--- config.mk ---
export PLATFORM = sky130hd
export DESIGN_NAME = button_press_hold_classifier
export DESIGN_NICKNAME = d
export VERILOG_FILES = /design/src/sv/bphc_pkg.sv /design/src/sv/bphc_lane.sv /design/src/sv/bphc_merge.sv /design/src/sv/button_press_hold_classifier.sv
export SDC_FILE = /design/constraint.sdc
export NUM_CORES = 2
export LEC_CHECK = 0
export ABC_CLOCK_PERIOD_IN_PS = 6800
export BUFFER_PORTS_ARGS = -buffer_cell sky130_fd_sc_hd__clkbuf_2
export CAP_MARGIN = 20
export CELL_PAD_IN_SITES_DETAIL_PLACEMENT = 0
export CELL_PAD_IN_SITES_GLOBAL_PLACEMENT = 1
export CORE_UTILIZATION = 51
export DETAILED_ROUTE_END_ITERATION = 6
export PLACE_DENSITY = 0.84
export SYNTH_ARGS = -nofsm -noshare
export SYNTH_HDL_FRONTEND = slang
export SYNTH_SLANG_ARGS = --single-unit
--- constraint.sdc ---
create_clock -name i_clk -period 6.8 [get_ports i_clk]
set_input_delay 1.02 -clock i_clk [delete_from_list [all_inputs] [get_ports i_clk]]
set_output_delay 1.02 -clock i_clk [all_outputs]
set_load 0.02 [all_outputs]
--- src/sv/bphc_pkg.sv ---
// Shared types and constants for the button press/hold classifier.
package bphc_pkg;

    localparam int unsigned NUM_BUTTONS = 6;
    localparam int unsigned TICK_W      = 32;
    localparam int unsigned PIN_W       = 8;
    localparam int unsigned CFG_IDX_W   = 3;

    typedef enum logic [1:0] {
        PH_OFF      = 2'd0,
        PH_PRESSED  = 2'd1,
        PH_HELD     = 2'd2,
        PH_RELEASED = 2'd3
    } t_phase;

    typedef enum logic [CFG_IDX_W-1:0] {
        REG_HOLD_TICKS    = 3'd0,
        REG_RELEASE_TICKS = 3'd1,
        REG_MASK_UP       = 3'd2,
        REG_MASK_DOWN     = 3'd3,
        REG_MASK_LEFT     = 3'd4,
        REG_MASK_RIGHT    = 3'd5,
        REG_MASK_OK       = 3'd6,
        REG_MASK_BACK     = 3'd7
    } t_reg_idx;

    // One sample as seen by every lane, plus the accept strobe.
    typedef struct packed {
        logic              accept;
        logic [PIN_W-1:0]  pins;
        logic [TICK_W-1:0] tick;
    } t_sample;

    typedef struct packed {
        logic [TICK_W-1:0] hold_ticks;
        logic [TICK_W-1:0] release_ticks;
    } t_thresholds;

    typedef logic [NUM_BUTTONS-1:0][PIN_W-1:0] t_mask_vec;
    typedef t_phase [NUM_BUTTONS-1:0]          t_phase_vec;

    localparam t_mask_vec MASK_RESET = {8'h20, 8'h10, 8'h08, 8'h04, 8'h02, 8'h01};

endpackage

--- src/sv/bphc_lane.sv ---
// One button lane: press test, four-phase machine and timestamp.
module bphc_lane
    import bphc_pkg::*;
(
    input  logic                 i_clk,
    input  logic                 i_rst_n,
    input  t_sample              i_sample,
    input  t_thresholds          i_thr,
    input  logic [PIN_W-1:0]     i_mask,
    output t_phase               o_next_phase
);

    t_phase              r_phase;
    t_phase              n_phase;
    logic [TICK_W-1:0]   r_stamp;
    logic                pressed;
    logic                stamp_load;
    logic [TICK_W-1:0]   hold_limit;
    logic [TICK_W-1:0]   release_limit;
    logic                hold_due;
    logic                release_due;

    assign pressed       = (i_sample.pins & i_mask) == '0;
    // Sums wrap at the tick width before the unsigned compare.
    assign hold_limit    = r_stamp + i_thr.hold_ticks;
    assign release_limit = r_stamp + i_thr.release_ticks;
    assign hold_due      = i_sample.tick > hold_limit;
    assign release_due   = i_sample.tick > release_limit;

    always_comb begin
        n_phase = r_phase;
        case (r_phase)
            PH_OFF: begin
                n_phase = pressed ? PH_PRESSED : PH_OFF;
            end
            PH_PRESSED: begin
                if (!pressed) begin
                    n_phase = PH_RELEASED;
                end else if (hold_due) begin
                    n_phase = PH_HELD;
                end
            end
            PH_HELD: begin
                n_phase = pressed ? PH_HELD : PH_RELEASED;
            end
            PH_RELEASED: begin
                if (pressed) begin
                    n_phase = PH_PRESSED;
                end else if (release_due) begin
                    n_phase = PH_OFF;
                end
            end
            default: begin
                n_phase = PH_OFF;
            end
        endcase
    end

    // Stamp refresh: in off and held, and on re-press from released.
    always_comb begin
        case (r_phase)
            PH_OFF:      stamp_load = 1'b1;
            PH_HELD:     stamp_load = 1'b1;
            PH_RELEASED: stamp_load = pressed;
            default:     stamp_load = 1'b0;
        endcase
    end

    assign o_next_phase = n_phase;

    always_ff @(posedge i_clk) begin
        if (!i_rst_n) begin
            r_phase <= PH_OFF;
        end else if (i_sample.accept) begin
            r_phase <= n_phase;
        end
    end

    // Off always reloads the stamp before it is read, so no reset is needed.
    always_ff @(posedge i_clk) begin
        if (i_sample.accept && stamp_load) begin
            r_stamp <= i_sample.tick;
        end
    end

endmodule

--- src/sv/bphc_merge.sv ---
// Result stage: gathers the six lane phases into one registered item.
module bphc_merge
    import bphc_pkg::*;
(
    input  logic        i_clk,
    input  logic        i_rst_n,
    input  logic        i_load,
    input  t_phase_vec  i_phases,
    input  logic        i_ready,
    output logic        o_valid,
    output logic        o_can_load,
    output t_phase_vec  o_phases
);

    logic       r_valid;
    t_phase_vec r_phases;

    // Take a new item when empty or when the held one leaves this cycle.
    assign o_can_load = !r_valid || i_ready;

    always_ff @(posedge i_clk) begin
        if (!i_rst_n) begin
            r_valid <= 1'b0;
        end else if (i_load) begin
            r_valid <= 1'b1;
        end else if (i_ready) begin
            r_valid <= 1'b0;
        end
    end

    always_ff @(posedge i_clk) begin
        if (i_load) begin
            r_phases <= i_phases;
        end
    end

    assign o_valid  = r_valid;
    assign o_phases = r_phases;

endmodule

--- src/sv/button_press_hold_classifier.sv ---
// Button press/hold classifier top level: config registers, six lanes, result stage.
//
// Each accepted item is one sample of an active-low pin byte and a tick count;
// every sample yields one result with the off/pressed/held/released phase of
// the up, down, left, right, ok and back buttons. All six buttons are updated side
// by side, one 32-bit add and compare per threshold per lane, so a sample is
// accepted every clock while input ready is high, and its result is registered
// in the result stage. Input ready stays high while the result register is empty or
// being drained, so a stalled output holds only one result. A button is pressed when
// every pin selected by its mask reads zero; a zero mask reads as always pressed.
// Threshold sums wrap modulo 2^32. The user must write registers through the plain
// write port while no sample is in flight; the block does not enforce this.
module button_press_hold_classifier
    import bphc_pkg::*;
(
    input  logic                 i_clk,
    input  logic                 i_rst_n,
    input  logic                 i_cfg_we,
    input  logic [CFG_IDX_W-1:0] i_cfg_idx,
    input  logic [TICK_W-1:0]    i_cfg_data,
    input  logic                 i_valid,
    output logic                 o_ready,
    input  logic [PIN_W-1:0]     i_pin_levels,
    input  logic [TICK_W-1:0]    i_tick_now,
    output logic                 o_valid,
    input  logic                 i_ready,
    output logic [1:0]           o_up_state,
    output logic [1:0]           o_down_state,
    output logic [1:0]           o_left_state,
    output logic [1:0]           o_right_state,
    output logic [1:0]           o_ok_state,
    output logic [1:0]           o_back_state
);

    t_thresholds r_thr;
    t_mask_vec   r_mask;
    t_sample     sample;
    t_phase_vec  lane_phase;
    t_phase_vec  out_phase;
    logic        can_load;

    always_ff @(posedge i_clk) begin
        if (!i_rst_n) begin
            r_thr  <= '0;
            r_mask <= MASK_RESET;
        end else if (i_cfg_we) begin
            case (t_reg_idx'(i_cfg_idx))
                REG_HOLD_TICKS:    r_thr.hold_ticks    <= i_cfg_data;
                REG_RELEASE_TICKS: r_thr.release_ticks <= i_cfg_data;
                REG_MASK_UP:       r_mask[0] <= i_cfg_data[PIN_W-1:0];
                REG_MASK_DOWN:     r_mask[1] <= i_cfg_data[PIN_W-1:0];
                REG_MASK_LEFT:     r_mask[2] <= i_cfg_data[PIN_W-1:0];
                REG_MASK_RIGHT:    r_mask[3] <= i_cfg_data[PIN_W-1:0];
                REG_MASK_OK:       r_mask[4] <= i_cfg_data[PIN_W-1:0];
                REG_MASK_BACK:     r_mask[5] <= i_cfg_data[PIN_W-1:0];
                default: ;
            endcase
        end
    end

    assign o_ready       = can_load;
    assign sample.accept = i_valid && can_load;
    assign sample.pins   = i_pin_levels;
    assign sample.tick   = i_tick_now;

    for (genvar g = 0; g < NUM_BUTTONS; g++) begin : g_lane
        bphc_lane u_lane (
            .i_clk        (i_clk),
            .i_rst_n      (i_rst_n),
            .i_sample     (sample),
            .i_thr        (r_thr),
            .i_mask       (r_mask[g]),
            .o_next_phase (lane_phase[g])
        );
    end

    bphc_merge u_merge (
        .i_clk      (i_clk),
        .i_rst_n    (i_rst_n),
        .i_load     (sample.accept),
        .i_phases   (lane_phase),
        .i_ready    (i_ready),
        .o_valid    (o_valid),
        .o_can_load (can_load),
        .o_phases   (out_phase)
    );

    assign o_up_state    = out_phase[0];
    assign o_down_state  = out_phase[1];
    assign o_left_state  = out_phase[2];
    assign o_right_state = out_phase[3];
    assign o_ok_state    = out_phase[4];
    assign o_back_state  = out_phase[5];

endmodule
==> results <==
- The flow ran to the end, and the final reports show no timing, DRC or antenna violations.
- The power per cell area is between 150 and 200 mW/mm^2.
- The clock reaches the later pin of the worst-skew pair after just over 0.6 ns.
- The cell row count is just under 100.
- The number of slew-limit violations in the final report is 0.
- The worst setup path is of the flop to flop kind.
- On the final layout, the worst clock skew is about 0.023 ns.
- After synthesis, flip-flops and latches occupy a little under a quarter of the total area.
- Averaged over all synthesized cells, the footprint is roughly 8.8 sq um.
- In this run, synthesis produced a sequential element count of ~330.
- Clock tree synthesis inserted a total of 43 buffers.
- The number of antenna-violating nets in the routed design is 0.
- The first TritonRoute pass finished after 6 iterations.
- In the final layout, the multi-input gates occupy ~0.028 sq mm.
- The sort of element at the start of the critical path is a flop.
- For the pin with the worst max-slew slack, the measured transition is 1.09 ns.
- The routed wire length per instance is about 21 um.
- The endpoint arrival time on the critical path is 6.61 ns.
- The power spent charging and discharging nets is 2.30 mW.
- After synthesis, the share of flip-flops with an asynchronous set or reset is 0%.
- The final critical-path share of the clock period is around 92%.
- In this run the static leakage power is roughly 19 nW.
- The class of the tightest hold or removal check is flop to flop.
- VDD sags by at most about 0.17 mV.
- For the worst setup path, the data required time is 7.14 ns.
- After synthesis the cells add up to roughly 0.037 sq mm.
- TritonCTS built the clock tree.
- The pin count of the biggest net entering global routing is slightly above 70.
- Setup repair after global routing left no endpoint under its margin.
- 0 antenna diodes ended up in the layout.
- Cells with a size suffix above 1 make up approximately 5.8% of the layout.
- The headroom to the max-slew limit is between 20% and 30%.
- The final critical delay including setup and external delays is about 6.3 ns.
- Combinational logic burns between 20 and 30% of the power.
- In the routed design, unresolved DRC markers number 0.
- The kind of end point of the critical path is a flop.
- Routability-driven placement finished with a final weighted congestion of 0.958.
- The clock passes through at most 3 buffers.
- The initial utilization of the core area, before any placement, comes to ~52%.
- The count of input and output buffers is 93.
- The number of synthesized flops with an enable pin is approximately 200.
- Counting every sink on the clock net gives 329.
- The setup TNS after final layout is 0 ns.
- The internal power component is 4.48 mW.
- From synthesis to final layout, the design area changed by 9.25%.
- The via count of the first global-routing pass is between 30000 and 40000.
- The switching share of power is 33.9%.
- The sequential cells in the finished layout cover a total of between 0.008 and 0.009 sq mm.
- The sequential share of power is a little over a third.
- Clock-pin slew was measured on the worst setup and hold paths at ~0.060 ns.
- The final count of hold timing violations is 0.
- The overall routing resource usage is 30.4%.
- The most used flip-flop cell after synthesis is sky130_fd_sc_hd__edfxtp_1.
- The first routing iteration left 2089 violations.
- After detailed routing, the number of vias per cell comes to a little over 6.
- In this run the vertical extent of the chip is ~270 um.
- Setup violations remaining at the end of the flow were counted as 0.
- After routing the design area is around 0.040 sq mm.
- The first global-routing pass estimated approximately 170 mm of wire.
- The area of the die is around 0.073 sq mm.
- Buffers inserted to repair hold after CTS numbered 0.
- Static timing analysis puts the maximum clock frequency at 160 MHz.
- The final wirelength is about 110 mm.
- The max-cap check violation count is 0.
- The post-synthesis instance total is around 4200.
- Yosys printed 0 warnings.
- The clock network burns between 30% and 40% of the power.
- The remaining global-route overflow is 0.
- The core region is roughly 0.072 sq mm.
- The number of antenna violations at the first check in global routing is 1.
- The layout has 6615 filler cells.
- In this run the worst path has a maximum fanout of 8.
- The number of different library cells in the post-synthesis netlist is 82.
- Pin placement for this block handled between 90 and 100 I/O pins.
- Measured along the x axis, the die boundary spans around 270 um.
- The final net count is ~5200.
- The number of H-tree levels is 2.
- The HPWL after detailed placement is roughly 91 mm.
- The placement-stage cell area is just under 0.04 sq mm.
- Summing over every cut layer, the via total after detailed routing is 32700.
- The synthesized netlist net count is 5027.
- The library cell used as clock root buffer is sky130_fd_sc_hd__clkbuf_16.
[worst paths after layout]
kind | slack, ns | cells past startpoint | to | startpoint
max | 0.53 | 23 | u_merge.o_phases[5] | r_thr[1]
min | 0.47 | 2 | r_mask[31] | r_mask[31]
max reg2reg | 0.53 | 23 | u_merge.o_phases[5] | r_thr[1]
min reg2reg | 0.47 | 2 | r_mask[31] | r_mask[31]
[registers in the layout, indices dropped and copies added (netlist names)]
register,count
g_lane.u_lane.r_phase,12
g_lane.u_lane.r_stamp,192
r_mask,48
r_thr,64
u_merge.o_phases,12
u_merge.o_valid,1
[power by group through the flow]
stage	Clock, mW	Combinational, mW	Sequential [mW]
6_report	2.37	2.03	2.38
5_1_grt	2.47	2.27	2.39
4_1_cts	2.40	2.00	2.38
3_5_place_dp	0	1.98	2.42
3_3_place_gp	0	1.96	2.41
2_1_floorplan	0	1.42	2.38
[synthesized netlist by cell type, types with 12 or more instances]
library cell / instances / share of area [%]
sky130_fd_sc_hd__and4_1: 20 / 0.47
sky130_fd_sc_hd__a211oi_1: 24 / 0.49
sky130_fd_sc_hd__or3_1: 22 / 0.37
sky130_fd_sc_hd__nor2b_1: 62 / 1.1
sky130_fd_sc_hd__o31a_1: 13 / 0.31
sky130_fd_sc_hd__a21o_1: 312 / 6.3
sky130_fd_sc_hd__dfxtp_1: 125 / 6.8
sky130_fd_sc_hd__clkbuf_1: 49 / 0.50
sky130_fd_sc_hd__nand2b_1: 68 / 1.2
sky130_fd_sc_hd__a31oi_1: 32 / 0.54
sky130_fd_sc_hd__and3_1: 41 / 0.69
sky130_fd_sc_hd__xor2_1: 182 / 4.3
sky130_fd_sc_hd__nand3_1: 80 / 1.1
sky130_fd_sc_hd__fa_1: 12 / 0.65
sky130_fd_sc_hd__a22oi_1: 28 / 0.57
sky130_fd_sc_hd__inv_1: 122 / 1.2
sky130_fd_sc_hd__a21oi_1: 387 / 5.2
sky130_fd_sc_hd__o31ai_1: 15 / 0.31
sky130_fd_sc_hd__edfxtp_1: 204 / 17
sky130_fd_sc_hd__o211ai_1: 26 / 0.53
sky130_fd_sc_hd__ha_1: 756 / 26
sky130_fd_sc_hd__a21boi_0: 123 / 2.5
sky130_fd_sc_hd__xnor2_1: 165 / 3.9
sky130_fd_sc_hd__and2_1: 23 / 0.39
sky130_fd_sc_hd__o21bai_1: 47 / 0.96
sky130_fd_sc_hd__nand2_1: 415 / 4.2
sky130_fd_sc_hd__o21ai_0: 241 / 3.3
sky130_fd_sc_hd__o21a_1: 65 / 1.3
sky130_fd_sc_hd__nor3_1: 57 / 0.77
sky130_fd_sc_hd__nor4_1: 15 / 0.25
sky130_fd_sc_hd__nor2_1: 185 / 1.9
sky130_fd_sc_hd__nand4_1: 96 / 1.6
[per-stage QoR]
step                      setup WS (ns)  total power [mW]  util, %  hold WS [ns]  std cells
final                             0.531              6.78     56.3         0.465       5295
after floorplan                    1.90              3.80        -         0.441       4179
after CTS                         0.337              6.78     56.1         0.467       5287
after detailed placement          0.320              4.40     54.1         0.458       5207
after global placement            0.396              4.37     54.1         0.452       5207
after global routing             0.0440              7.13     56.3         0.491       5295
[cells by family (layout without fill, tap and decap cells)]
logic type | Yosys count | count (layout) | share of synthesized area, %
simple gates | 1111 | 1111 | 14.5
buf+inv | 181 | 347 | 1.88
mux | 10 | 10 | 0.285
flops | 329 | 329 | 23.4
fa+ha+maj | 768 | 768 | 26.3
xor+xnor | 347 | 347 | 8.23
compound gates | 1433 | 1433 | 25.4
[final cells by class]
| class | instances | area share (%) |
|---|---|---|
| inverter | 122 | 1.14 |
| multi-input combinational | 3669 | 68.6 |
| clock buffer | 58 | 2.91 |
| tap | 950 | 2.95 |
| clock inverter | 22 | 0.617 |
| timing repair buffer | 145 | 2.38 |
| sequential | 329 | 21.4 |
[what timing repair did]
item	CTS	global route
setup buffers	0	3
resized for setup	0	2
endpoints found under the setup margin	0	4
[cell usage in the layout, fill, tap and decap left out, types with 24 or more instances in the layout]
cell,n
sky130_fd_sc_hd__a21boi_0,123
sky130_fd_sc_hd__ha_1,756
sky130_fd_sc_hd__o21a_1,65
sky130_fd_sc_hd__xor2_1,182
sky130_fd_sc_hd__inv_1,121
sky130_fd_sc_hd__and3_1,41
sky130_fd_sc_hd__clkbuf_16,43
sky130_fd_sc_hd__nor2b_1,62
sky130_fd_sc_hd__edfxtp_1,204
sky130_fd_sc_hd__o21ai_0,241
sky130_fd_sc_hd__nor2_1,183
sky130_fd_sc_hd__nand3_1,80
sky130_fd_sc_hd__clkbuf_2,92
sky130_fd_sc_hd__a21oi_1,382
sky130_fd_sc_hd__o211ai_1,26
sky130_fd_sc_hd__a31oi_1,32
sky130_fd_sc_hd__nor3_1,56
sky130_fd_sc_hd__buf_4,48
sky130_fd_sc_hd__a211oi_1,24
sky130_fd_sc_hd__xnor2_1,165
sky130_fd_sc_hd__nand4_1,96
sky130_fd_sc_hd__o21bai_1,47
sky130_fd_sc_hd__nand2b_1,68
sky130_fd_sc_hd__a22oi_1,28
sky130_fd_sc_hd__dfxtp_1,125
sky130_fd_sc_hd__a21o_1,312
sky130_fd_sc_hd__nand2_1,413
[worst max-delay path, cell delays in order, from the launching register on]
cell and delay (ns):
sky130_fd_sc_hd__dfxtp_1 0.63, sky130_fd_sc_hd__clkinvlp_4 0.29, sky130_fd_sc_hd__buf_4 0.19, sky130_fd_sc_hd__fa_1 0.45
sky130_fd_sc_hd__nor2b_1 0.14, sky130_fd_sc_hd__o21ai_0 0.11, sky130_fd_sc_hd__a21boi_0 0.22, sky130_fd_sc_hd__o21a_1 0.19
sky130_fd_sc_hd__a211o_1 0.22, sky130_fd_sc_hd__a221o_1 0.17, sky130_fd_sc_hd__a21o_1 0.19, sky130_fd_sc_hd__a31oi_1 0.13
sky130_fd_sc_hd__o41ai_1 0.87, sky130_fd_sc_hd__a21boi_1 0.18, sky130_fd_sc_hd__xor2_1 0.19, sky130_fd_sc_hd__ha_1 0.29
sky130_fd_sc_hd__nand4_1 0.10, sky130_fd_sc_hd__nand2b_1 0.19, sky130_fd_sc_hd__nor3_1 0.45, sky130_fd_sc_hd__o21a_1 0.20
sky130_fd_sc_hd__o21ai_0 0.13, sky130_fd_sc_hd__nand2_1 0.14, sky130_fd_sc_hd__a21oi_1 0.08, sky130_fd_sc_hd__mux2_2 0.27
[per-layer routing]
layer / GRT usage, % / part of all wire, % / up-vias
met5: 0 / 0 / -
met4: 10.3 / 3.4 / 0
met3: 3.23 / 6.4 / 179
met2: 50.2 / 45 / 922
met1: 41.0 / 45 / 15600
li1: - / - / 16000
Power figures use the tool's default switching activity.
